### src/sv/khle_pkg.sv
// Package for the keyed hex list extractor: field widths, character codes,
// the parser phase type and the hex digit decoder. No dependencies.
`default_nettype none

package khle_pkg;

   localparam int TEXT_W   = 8;
   localparam int VALUE_W  = 28;
   localparam int COUNT_W  = 5;
   localparam int DIGIT_W  = 3;
   localparam int NIBBLE_W = 4;

   localparam logic [DIGIT_W-1:0] MAX_DIGITS = 3'd7;
   localparam logic [COUNT_W-1:0] LIST_CAP   = 5'd16;
   localparam logic [COUNT_W-1:0] MAX_VALUES_RESET = 5'd16;

   localparam logic [TEXT_W-1:0] CHAR_NUL   = 8'h00;
   localparam logic [TEXT_W-1:0] CHAR_SIX   = 8'h36;
   localparam logic [TEXT_W-1:0] CHAR_ZERO  = 8'h30;
   localparam logic [TEXT_W-1:0] CHAR_OPEN  = 8'h28;
   localparam logic [TEXT_W-1:0] CHAR_CLOSE = 8'h29;

   typedef enum logic [1:0] {
      PH_SEARCH,
      PH_LIST,
      PH_DONE
   } phase_type;

   typedef struct packed {
      logic                is_digit;
      logic [NIBBLE_W-1:0] nibble;
   } hex_digit_type;

   function automatic hex_digit_type hex_decode(input logic [TEXT_W-1:0] c);
      hex_digit_type r;
      r.is_digit = 1'b0;
      r.nibble   = '0;
      case (c) inside
         [8'h30:8'h39]: begin
            r.is_digit = 1'b1;
            r.nibble   = c[NIBBLE_W-1:0];
         end
         [8'h41:8'h46], [8'h61:8'h66]: begin
            r.is_digit = 1'b1;
            r.nibble   = c[NIBBLE_W-1:0] + 4'd9;
         end
         default: begin
            r.is_digit = 1'b0;
         end
      endcase
      return r;
   endfunction

endpackage

`default_nettype wire

### src/sv/khle_if.sv
// Channel interfaces of the keyed hex list extractor: request, response and
// register write. Depends on khle_pkg for the field widths.
`default_nettype none

interface khle_req_if;
   logic                          valid;
   logic                          ready;
   logic [khle_pkg::TEXT_W-1:0]   text_byte;
   logic                          string_start;
   modport source (output valid, text_byte, string_start, input ready);
   modport sink   (input valid, text_byte, string_start, output ready);
endinterface

interface khle_rsp_if;
   logic                          valid;
   logic                          ready;
   logic [khle_pkg::VALUE_W-1:0]  value;
   logic                          value_valid;
   logic                          done_res;
   logic [khle_pkg::COUNT_W-1:0]  stored_count;
   modport source (output valid, value, value_valid, done_res, stored_count, input ready);
   modport sink   (input valid, value, value_valid, done_res, stored_count, output ready);
endinterface

interface khle_csr_if;
   logic                          valid;
   logic                          ready;
   logic [khle_pkg::COUNT_W-1:0]  data;
   modport source (output valid, data, input ready);
   modport sink   (input valid, data, output ready);
endinterface

`default_nettype wire

### src/sv/keyed_hex_list_extractor.sv
// Keyed hex list extractor: one text byte per transaction, parser state and
// a registered response stage. Depends on khle_pkg and the khle_*_if channels.
// Response valid rises in the cycle after a storing or final byte; one byte is
// taken every cycle while the response register is empty or being drained.
// Synchronous active-high reset clears the parser and sets max_values to 16.
`default_nettype none

module keyed_hex_list_extractor (
   input  wire logic   clock,
   input  wire logic   reset,
   khle_req_if.sink    req_ch,
   khle_rsp_if.source  rsp_ch,
   khle_csr_if.sink    csr_ch
);
   import khle_pkg::*;

   phase_type            phase_ff, phase_in;
   logic [TEXT_W-1:0]    prev_ff, prev_in;
   logic [TEXT_W-1:0]    pprev_ff, pprev_in;
   logic [VALUE_W-1:0]   accum_ff, accum_in;
   logic [DIGIT_W-1:0]   digits_ff, digits_in;
   logic [COUNT_W-1:0]   count_ff, count_in;
   logic [COUNT_W-1:0]   max_ff;

   logic                 rsp_valid_ff, rsp_valid_in;
   logic [VALUE_W-1:0]   value_ff, value_in;
   logic                 stored_ff, stored_in;
   logic                 done_ff, done_in;
   logic [COUNT_W-1:0]   scount_ff;

   logic                 accept;
   logic [COUNT_W-1:0]   limit;
   hex_digit_type        hd;
   phase_type            ph_cur;
   logic [TEXT_W-1:0]    c, prev_cur, pprev_cur;
   logic [VALUE_W-1:0]   accum_cur;
   logic [DIGIT_W-1:0]   digits_cur;
   logic [COUNT_W-1:0]   count_cur;

   assign req_ch.ready = !rsp_valid_ff || rsp_ch.ready;
   assign accept       = req_ch.valid && req_ch.ready;
   assign csr_ch.ready = 1'b1;
   assign limit        = (max_ff < LIST_CAP) ? max_ff : LIST_CAP;
   assign c            = req_ch.text_byte;
   assign hd           = hex_decode(c);

   always_comb begin
      ph_cur     = req_ch.string_start ? PH_SEARCH : phase_ff;
      prev_cur   = req_ch.string_start ? '0 : prev_ff;
      pprev_cur  = req_ch.string_start ? '0 : pprev_ff;
      accum_cur  = req_ch.string_start ? '0 : accum_ff;
      digits_cur = req_ch.string_start ? '0 : digits_ff;
      count_cur  = req_ch.string_start ? '0 : count_ff;

      phase_in  = ph_cur;
      prev_in   = prev_cur;
      pprev_in  = pprev_cur;
      accum_in  = accum_cur;
      digits_in = digits_cur;
      count_in  = count_cur;
      value_in  = '0;
      stored_in = 1'b0;
      done_in   = 1'b0;

      case (ph_cur)
         PH_SEARCH: begin
            if (c == CHAR_NUL) begin
               done_in  = 1'b1;
               phase_in = PH_DONE;
            end else if (c == CHAR_OPEN && prev_cur == CHAR_ZERO
                         && pprev_cur == CHAR_SIX) begin
               phase_in  = PH_LIST;
               accum_in  = '0;
               digits_in = '0;
            end else begin
               pprev_in = prev_cur;
               prev_in  = c;
            end
         end
         PH_LIST: begin
            if (hd.is_digit) begin
               if (digits_cur < MAX_DIGITS) begin
                  accum_in  = {accum_cur[VALUE_W-NIBBLE_W-1:0], hd.nibble};
                  digits_in = digits_cur + 1'b1;
               end
            end else begin
               if (digits_cur != '0 && count_cur < limit) begin
                  value_in  = accum_cur;
                  count_in  = count_cur + 1'b1;
                  stored_in = 1'b1;
               end
               accum_in  = '0;
               digits_in = '0;
               if (c == CHAR_CLOSE || c == CHAR_NUL) begin
                  done_in  = 1'b1;
                  phase_in = PH_DONE;
               end
            end
         end
         default: begin
            phase_in = ph_cur;
         end
      endcase

      if (accept) begin
         rsp_valid_in = stored_in || done_in;
      end else if (rsp_ch.ready) begin
         rsp_valid_in = 1'b0;
      end else begin
         rsp_valid_in = rsp_valid_ff;
      end
   end

   always_ff @(posedge clock) begin
      if (reset) begin
         phase_ff     <= PH_SEARCH;
         prev_ff      <= '0;
         pprev_ff     <= '0;
         accum_ff     <= '0;
         digits_ff    <= '0;
         count_ff     <= '0;
         max_ff       <= MAX_VALUES_RESET;
         rsp_valid_ff <= 1'b0;
      end else begin
         rsp_valid_ff <= rsp_valid_in;
         if (csr_ch.valid) begin
            max_ff <= csr_ch.data;
         end
         if (accept) begin
            phase_ff  <= phase_in;
            prev_ff   <= prev_in;
            pprev_ff  <= pprev_in;
            accum_ff  <= accum_in;
            digits_ff <= digits_in;
            count_ff  <= count_in;
         end
      end
   end

   always_ff @(posedge clock) begin
      if (accept) begin
         value_ff  <= value_in;
         stored_ff <= stored_in;
         done_ff   <= done_in;
         scount_ff <= count_in;
      end
   end

   assign rsp_ch.valid        = rsp_valid_ff;
   assign rsp_ch.value        = value_ff;
   assign rsp_ch.value_valid  = stored_ff;
   assign rsp_ch.done_res     = done_ff;
   assign rsp_ch.stored_count = scount_ff;

endmodule

`default_nettype wire
### src/flat_wrapper.sv
// flat-port wrapper written by rule: the top's interface ports become plain ports
module keyed_hex_list_extractor_flat import khle_pkg::*;
  (clock, reset, req_ch_valid, req_ch_text_byte, req_ch_string_start, req_ch_ready, rsp_ch_valid, rsp_ch_value, rsp_ch_value_valid, rsp_ch_done_res, rsp_ch_stored_count, rsp_ch_ready, csr_ch_valid, csr_ch_data, csr_ch_ready);
  khle_req_if req_ch_i ();
  khle_rsp_if rsp_ch_i ();
  khle_csr_if csr_ch_i ();
  input  wire logic clock;
  input  wire logic reset;
  input wire logic [$bits(req_ch_i.valid)-1:0] req_ch_valid;
  input wire logic [$bits(req_ch_i.text_byte)-1:0] req_ch_text_byte;
  input wire logic [$bits(req_ch_i.string_start)-1:0] req_ch_string_start;
  output wire logic [$bits(req_ch_i.ready)-1:0] req_ch_ready;
  output wire logic [$bits(rsp_ch_i.valid)-1:0] rsp_ch_valid;
  output wire logic [$bits(rsp_ch_i.value)-1:0] rsp_ch_value;
  output wire logic [$bits(rsp_ch_i.value_valid)-1:0] rsp_ch_value_valid;
  output wire logic [$bits(rsp_ch_i.done_res)-1:0] rsp_ch_done_res;
  output wire logic [$bits(rsp_ch_i.stored_count)-1:0] rsp_ch_stored_count;
  input wire logic [$bits(rsp_ch_i.ready)-1:0] rsp_ch_ready;
  input wire logic [$bits(csr_ch_i.valid)-1:0] csr_ch_valid;
  input wire logic [$bits(csr_ch_i.data)-1:0] csr_ch_data;
  output wire logic [$bits(csr_ch_i.ready)-1:0] csr_ch_ready;
  assign req_ch_i.valid = req_ch_valid;
  assign req_ch_i.text_byte = req_ch_text_byte;
  assign req_ch_i.string_start = req_ch_string_start;
  assign req_ch_ready = req_ch_i.ready;
  assign rsp_ch_valid = rsp_ch_i.valid;
  assign rsp_ch_value = rsp_ch_i.value;
  assign rsp_ch_value_valid = rsp_ch_i.value_valid;
  assign rsp_ch_done_res = rsp_ch_i.done_res;
  assign rsp_ch_stored_count = rsp_ch_i.stored_count;
  assign rsp_ch_i.ready = rsp_ch_ready;
  assign csr_ch_i.valid = csr_ch_valid;
  assign csr_ch_i.data = csr_ch_data;
  assign csr_ch_ready = csr_ch_i.ready;
  keyed_hex_list_extractor u_core (.clock(clock), .reset(reset), .req_ch(req_ch_i), .rsp_ch(rsp_ch_i), .csr_ch(csr_ch_i));
endmodule
### config.mk
export PLATFORM = sky130hd
export DESIGN_NAME = keyed_hex_list_extractor_flat
export DESIGN_NICKNAME = d
export VERILOG_FILES = /design/src/sv/khle_pkg.sv /design/src/sv/khle_if.sv /design/src/sv/keyed_hex_list_extractor.sv /design/src/flat_wrapper.sv
export SDC_FILE = /design/constraint.sdc
export NUM_CORES = 1
export LEC_CHECK = 0
export BUFFER_PORTS_ARGS = -buffer_cell sky130_fd_sc_hd__buf_2
export CORE_ASPECT_RATIO = 1.4
export CORE_MARGIN = 4
export CORE_UTILIZATION = 57
export DETAILED_ROUTE_END_ITERATION = 12
export PLACE_DENSITY = 0.84
export SYNTH_ARGS = -nofsm -noshare
export SYNTH_HDL_FRONTEND = slang
export SYNTH_SLANG_ARGS = --single-unit
### constraint.sdc
create_clock -name clock -period 3.4 [get_ports clock]
set_input_delay 0.68 -clock clock [delete_from_list [all_inputs] [get_ports clock]]
set_output_delay 0.68 -clock clock [all_outputs]
set_load 0.01 [all_outputs]
==> flow_summary.html <==
<table>
<tr><th>Metric</th><th>Value</th></tr>
<tr><th colspan="2">Die</th></tr>
<tr><td>Die Wd</td><td>80.2 um</td></tr>
<tr><td>Core Area</td><td>0.00703 sq mm</td></tr>
<tr><td>Number of I/O pins</td><td>57</td></tr>
<tr><td>Starting Density</td><td>0.593</td></tr>
<tr><td>Placement row count</td><td>36</td></tr>
<tr><td>Die area</td><td>0.00876 sq mm</td></tr>
<tr><td>Vertical die dimension</td><td>109 um</td></tr>
<tr><th colspan="2">Drt</th></tr>
<tr><td>Final routed wire length divided by cell count</td><td>14.9 um</td></tr>
<tr><td>Number of detailed-route iterations in the first pass</td><td>5</td></tr>
<tr><td>Routed wire length</td><td>7.83 mm</td></tr>
<tr><td>Via total after detailed routing</td><td>2980</td></tr>
<tr><td>DRC marker count from the first detailed-route iteration</td><td>159</td></tr>
<tr><td>Antenna Nets Post-Route</td><td>0</td></tr>
<tr><td>DRC violation count after routing</td><td>0</td></tr>
<tr><td>Per-cell via count in the routed design</td><td>5.69</td></tr>
<tr><th colspan="2">Timing</th></tr>
<tr><td>Final setup TNS</td><td>0 ns</td></tr>
<tr><td>Final period util</td><td>0.804</td></tr>
<tr><td>Transition time at the pin with the least slew margin</td><td>1.22 ns</td></tr>
<tr><td>Period minus WS final</td><td>2.73 ns</td></tr>
<tr><td>Worst Skew</td><td>0.00708 ns</td></tr>
<tr><td>Final Hold Slack</td><td>0.478 ns</td></tr>
<tr><td>Number of hold-slack violations in the final timing report</td><td>0</td></tr>
<tr><td>Slew Viols, Final</td><td>0</td></tr>
<tr><td>Count of final setup violators</td><td>0</td></tr>
<tr><td>Remaining max-slew budget at the tightest pin</td><td>0.183</td></tr>
<tr><td>Highest attainable clock frequency</td><td>366 MHz</td></tr>
<tr><td>Unrepaired setup endpoints after global routing</td><td>no</td></tr>
<tr><td>Setup WS post-layout</td><td>0.666 ns</td></tr>
<tr><th colspan="2">Worst setup path</th></tr>
<tr><td>Endpoint of the worst-slack reg-to-reg timing path</td><td>u_core.rsp_ch.stored_count[2]</td></tr>
<tr><td>Buffer and inverter count on the worst path</td><td>2</td></tr>
<tr><td>Category of the most critical setup path</td><td>in -&gt; reg</td></tr>
<tr><td>Required time of the critical path</td><td>3.70 ns</td></tr>
<tr><td>Startpoint Class</td><td>primary input</td></tr>
<tr><td>Critical path, cell by cell</td><td>buf_2 -&gt; inv_1 -&gt; ha_1 -&gt; or3b_1 -&gt; nand4_1 -&gt; o21ba_2 -&gt; nor3_1 -&gt; o311a_1 -&gt; a22o_1</td></tr>
<tr><td>Largest stage delay on the critical path</td><td>0.82 ns</td></tr>
<tr><td>Worst R2R Start</td><td>u_core.max_ff[4]</td></tr>
<tr><td>Worst path arrival time</td><td>3.03 ns</td></tr>
<tr><td>Crit-path slowest cell</td><td>sky130_fd_sc_hd__o311a_1</td></tr>
<tr><td>FF-to-FF path depth</td><td>10</td></tr>
<tr><td>Element type at the critical path end</td><td>flop</td></tr>
<tr><td>R2R setup slack</td><td>0.86 ns</td></tr>
<tr><td>Highest fanout seen on the critical path</td><td>27</td></tr>
<tr><td>Largest delay contributor family on the critical path</td><td>compound AO/OA/AOI/OAI gates</td></tr>
<tr><th colspan="2">GRT</th></tr>
<tr><td>Final global-route overflow total</td><td>0</td></tr>
<tr><td>Global-route wire length before repair</td><td>13.0 mm</td></tr>
<tr><td>Overall routing resource usage</td><td>0.192</td></tr>
<tr><td>Via count of the first global-routing pass</td><td>2791</td></tr>
<tr><td>Antenna violations before repair</td><td>0</td></tr>
<tr><td>Largest net degree at the start of global routing</td><td>30</td></tr>
<tr><th colspan="2">Run</th></tr>
<tr><td>Max cap viols</td><td>0</td></tr>
<tr><th colspan="2">Finish</th></tr>
<tr><td>Relative area change from synthesis to final layout</td><td>13.4%</td></tr>
<tr><td># nets final</td><td>454</td></tr>
<tr><td>Finished Core Util</td><td>0.672</td></tr>
<tr><td>Share of final-layout standard cells stronger than drive strength 1</td><td>0.226</td></tr>
<tr><td>Count of non-filler cells in the finished layout</td><td>524</td></tr>
<tr><td>Leading cell type in the layout, fill and taps excluded</td><td>sky130_fd_sc_hd__dfxtp_1</td></tr>
<tr><td>Area of all placed cells without fillers</td><td>0.00472 sq mm</td></tr>
<tr><td>Most frequent cells in the layout</td><td>60 x sky130_fd_sc_hd__dfxtp_1, 55 x sky130_fd_sc_hd__buf_2, 39 x sky130_fd_sc_hd__a22o_1, 35 x sky130_fd_sc_hd__edfxtp_1, 27 x sky130_fd_sc_hd__and2_1</td></tr>
<tr><td>Antenna fix cells</td><td>0</td></tr>
<tr><th colspan="2">CTS</th></tr>
<tr><td>Post-cts hold buffer count</td><td>0</td></tr>
<tr><td>Number of buffers created by CTS</td><td>9</td></tr>
<tr><td>Postcts setup bufs</td><td>0</td></tr>
<tr><td>Post-CTS Resized</td><td>0</td></tr>
<tr><td>Longest Clk Path Bufs</td><td>2</td></tr>
<tr><td>Clock-pin slew of the registers on the worst-case setup and hold paths</td><td>0.09 ns</td></tr>
<tr><td>Cell chosen for the clock root</td><td>sky130_fd_sc_hd__clkbuf_8</td></tr>
<tr><td>Num Clock Sinks</td><td>95</td></tr>
<tr><td>Skew-Pair Late Insertion Delay</td><td>0.36 ns</td></tr>
<tr><td>Clock tree from TritonCTS</td><td>yes</td></tr>
<tr><td>H-tree depth</td><td>3</td></tr>
<tr><th colspan="2">Hold path</th></tr>
<tr><td>Min-Delay Endpoint</td><td>u_core.accum_ff[24]</td></tr>
<tr><td>Worst hold-check path type</td><td>reg -&gt; reg</td></tr>
<tr><td>Start point of the worst min-delay path</td><td>u_core.accum_ff[24]</td></tr>
<tr><td>Worst hold stages</td><td>1</td></tr>
<tr><th colspan="2">Pwr</th></tr>
<tr><td>Leakage</td><td>1.90 nW</td></tr>
<tr><td>Sum of internal, switching and leakage power</td><td>2.10 mW</td></tr>
<tr><td>Power density cells</td><td>445 mW/mm^2</td></tr>
<tr><td>Worst vdd rail ir drop</td><td>0.000262 V</td></tr>
<tr><th colspan="2">Place</th></tr>
<tr><td>Standard cell area after detailed placement</td><td>0.00453 sq mm</td></tr>
<tr><td>Worst-case setup slack after placement</td><td>0.307 ns</td></tr>
<tr><td>Detailed placement HPWL</td><td>5.70 mm</td></tr>
<tr><td>Weighted congestion reported at the end of routability-driven placement</td><td>0.881</td></tr>
<tr><td>Placed cells</td><td>508</td></tr>
<tr><td>Number of I/O port buffers</td><td>55</td></tr>
<tr><th colspan="2">Yosys</th></tr>
<tr><td>Post-synthesis register bit count</td><td>95</td></tr>
<tr><td>Distinct cell type count after synthesis</td><td>61</td></tr>
<tr><td>Synth Flop Type</td><td>sky130_fd_sc_hd__dfxtp_1</td></tr>
<tr><td>Portion of the post-synthesis area used by sequential elements</td><td>0.541</td></tr>
<tr><td>Area of the mapped netlist</td><td>0.00417 sq mm</td></tr>
<tr><td>Total number of yosys warnings</td><td>0</td></tr>
<tr><td>EDFF count, synth</td><td>35</td></tr>
<tr><td>Number of nets in the synthesized netlist</td><td>397</td></tr>
<tr><td>Cells after synthesis</td><td>367</td></tr>
<tr><td>Fraction of synthesis flops using an asynchronous set or reset pin</td><td>0</td></tr>
<tr><td>Average size of a mapped cell</td><td>11.3 sq um</td></tr>
<tr><th colspan="2">Outcome</th></tr>
<tr><td>Outcome</td><td>complete, no violations</td></tr>
</table>
-- per-layer routing --
| metal | GRT usage | share of wire |
|---|---|---|
| met3 | 0.0364 | 0.054 |
| met2 | 0.323 | 0.50 |
| met1 | 0.231 | 0.43 |
| met4 | 0.0990 | 0.015 |
| met5 | 0 | 0 |
-- cell families (layout without fill, tap and decap cells) --
group                      after synthesis  count (layout)  share of synthesized area
xor gates and xnor gates                 4               4                    0.00841
AOI/OAI and AO/OA                      100             100                      0.195
other                                    1               1                   0.000900
buffers and inverters                   35              97                     0.0424
muxes                                    6               6                     0.0144
and+or+nand+nor                        115             115                      0.165
DFF                                     95              95                      0.541
adders and majority gates               11              11                     0.0330
-- power by group --
part / switching, mW / internal (mW) / total, mW / leakage, nW
logic: 0.0903 / 0.0539 / 0.144 / 0.975
registers: 0.0124 / 1.21 / 1.22 / 0.821
clock network: 0.374 / 0.365 / 0.739 / 0.101
-- how the worst max path moves through the flow --
stage          cells after the start                             to           startpoint  slack (ns)
2_1_floorplan                     11  u_core.rsp_ch.stored_count[4]  req_ch_string_start        0.40
3_3_place_gp                      10  u_core.rsp_ch.stored_count[2]  req_ch_string_start        0.29
3_5_place_dp                       9            u_core.accum_ff[27]  req_ch_text_byte[0]        0.31
4_1_cts                            9            u_core.accum_ff[27]  req_ch_text_byte[0]        0.70
5_1_grt                            9             u_core.accum_ff[7]  req_ch_text_byte[0]        0.48
6_report                           9            u_core.accum_ff[27]  req_ch_text_byte[0]        0.67
-- flip-flops by register name (all words and copies together), names as in the netlist --
signal                      count
u_core.accum_ff                28
u_core.count_ff                 5
u_core.digits_ff                3
u_core.max_ff                   5
u_core.phase_ff                 2
u_core.pprev_ff                 8
u_core.prev_ff                  8
u_core.rsp_ch.done_res          1
u_core.rsp_ch.stored_count      5
u_core.rsp_ch.valid             1
u_core.rsp_ch.value            28
u_core.rsp_ch.value_valid       1
-- area by class of cell --
type / count / area [sq um]
fill: 556 / 2300
sequential: 95 / 2250
multi-input combinational: 237 / 1740
timing repair buffer: 67 / 365
clock buffer: 12 / 145
tap: 95 / 119
clock inverter: 4 / 52.6
inverter: 14 / 52.6
-- cell usage after synthesis (6+ instances only) --
cell type / n / share of area
sky130_fd_sc_hd__a21oi_1: 9 / 0.011
sky130_fd_sc_hd__a22o_1: 39 / 0.082
sky130_fd_sc_hd__and2_1: 27 / 0.041
sky130_fd_sc_hd__clkbuf_1: 9 / 0.0081
sky130_fd_sc_hd__dfxtp_1: 60 / 0.29
sky130_fd_sc_hd__edfxtp_1: 35 / 0.25
sky130_fd_sc_hd__ha_1: 11 / 0.033
sky130_fd_sc_hd__inv_1: 14 / 0.013
sky130_fd_sc_hd__mux2i_1: 6 / 0.014
sky130_fd_sc_hd__nand2_1: 22 / 0.020
sky130_fd_sc_hd__nor2_1: 18 / 0.016
sky130_fd_sc_hd__nor2b_1: 8 / 0.012
sky130_fd_sc_hd__o21ai_0: 8 / 0.0096
Power figures use the tool's default switching activity.
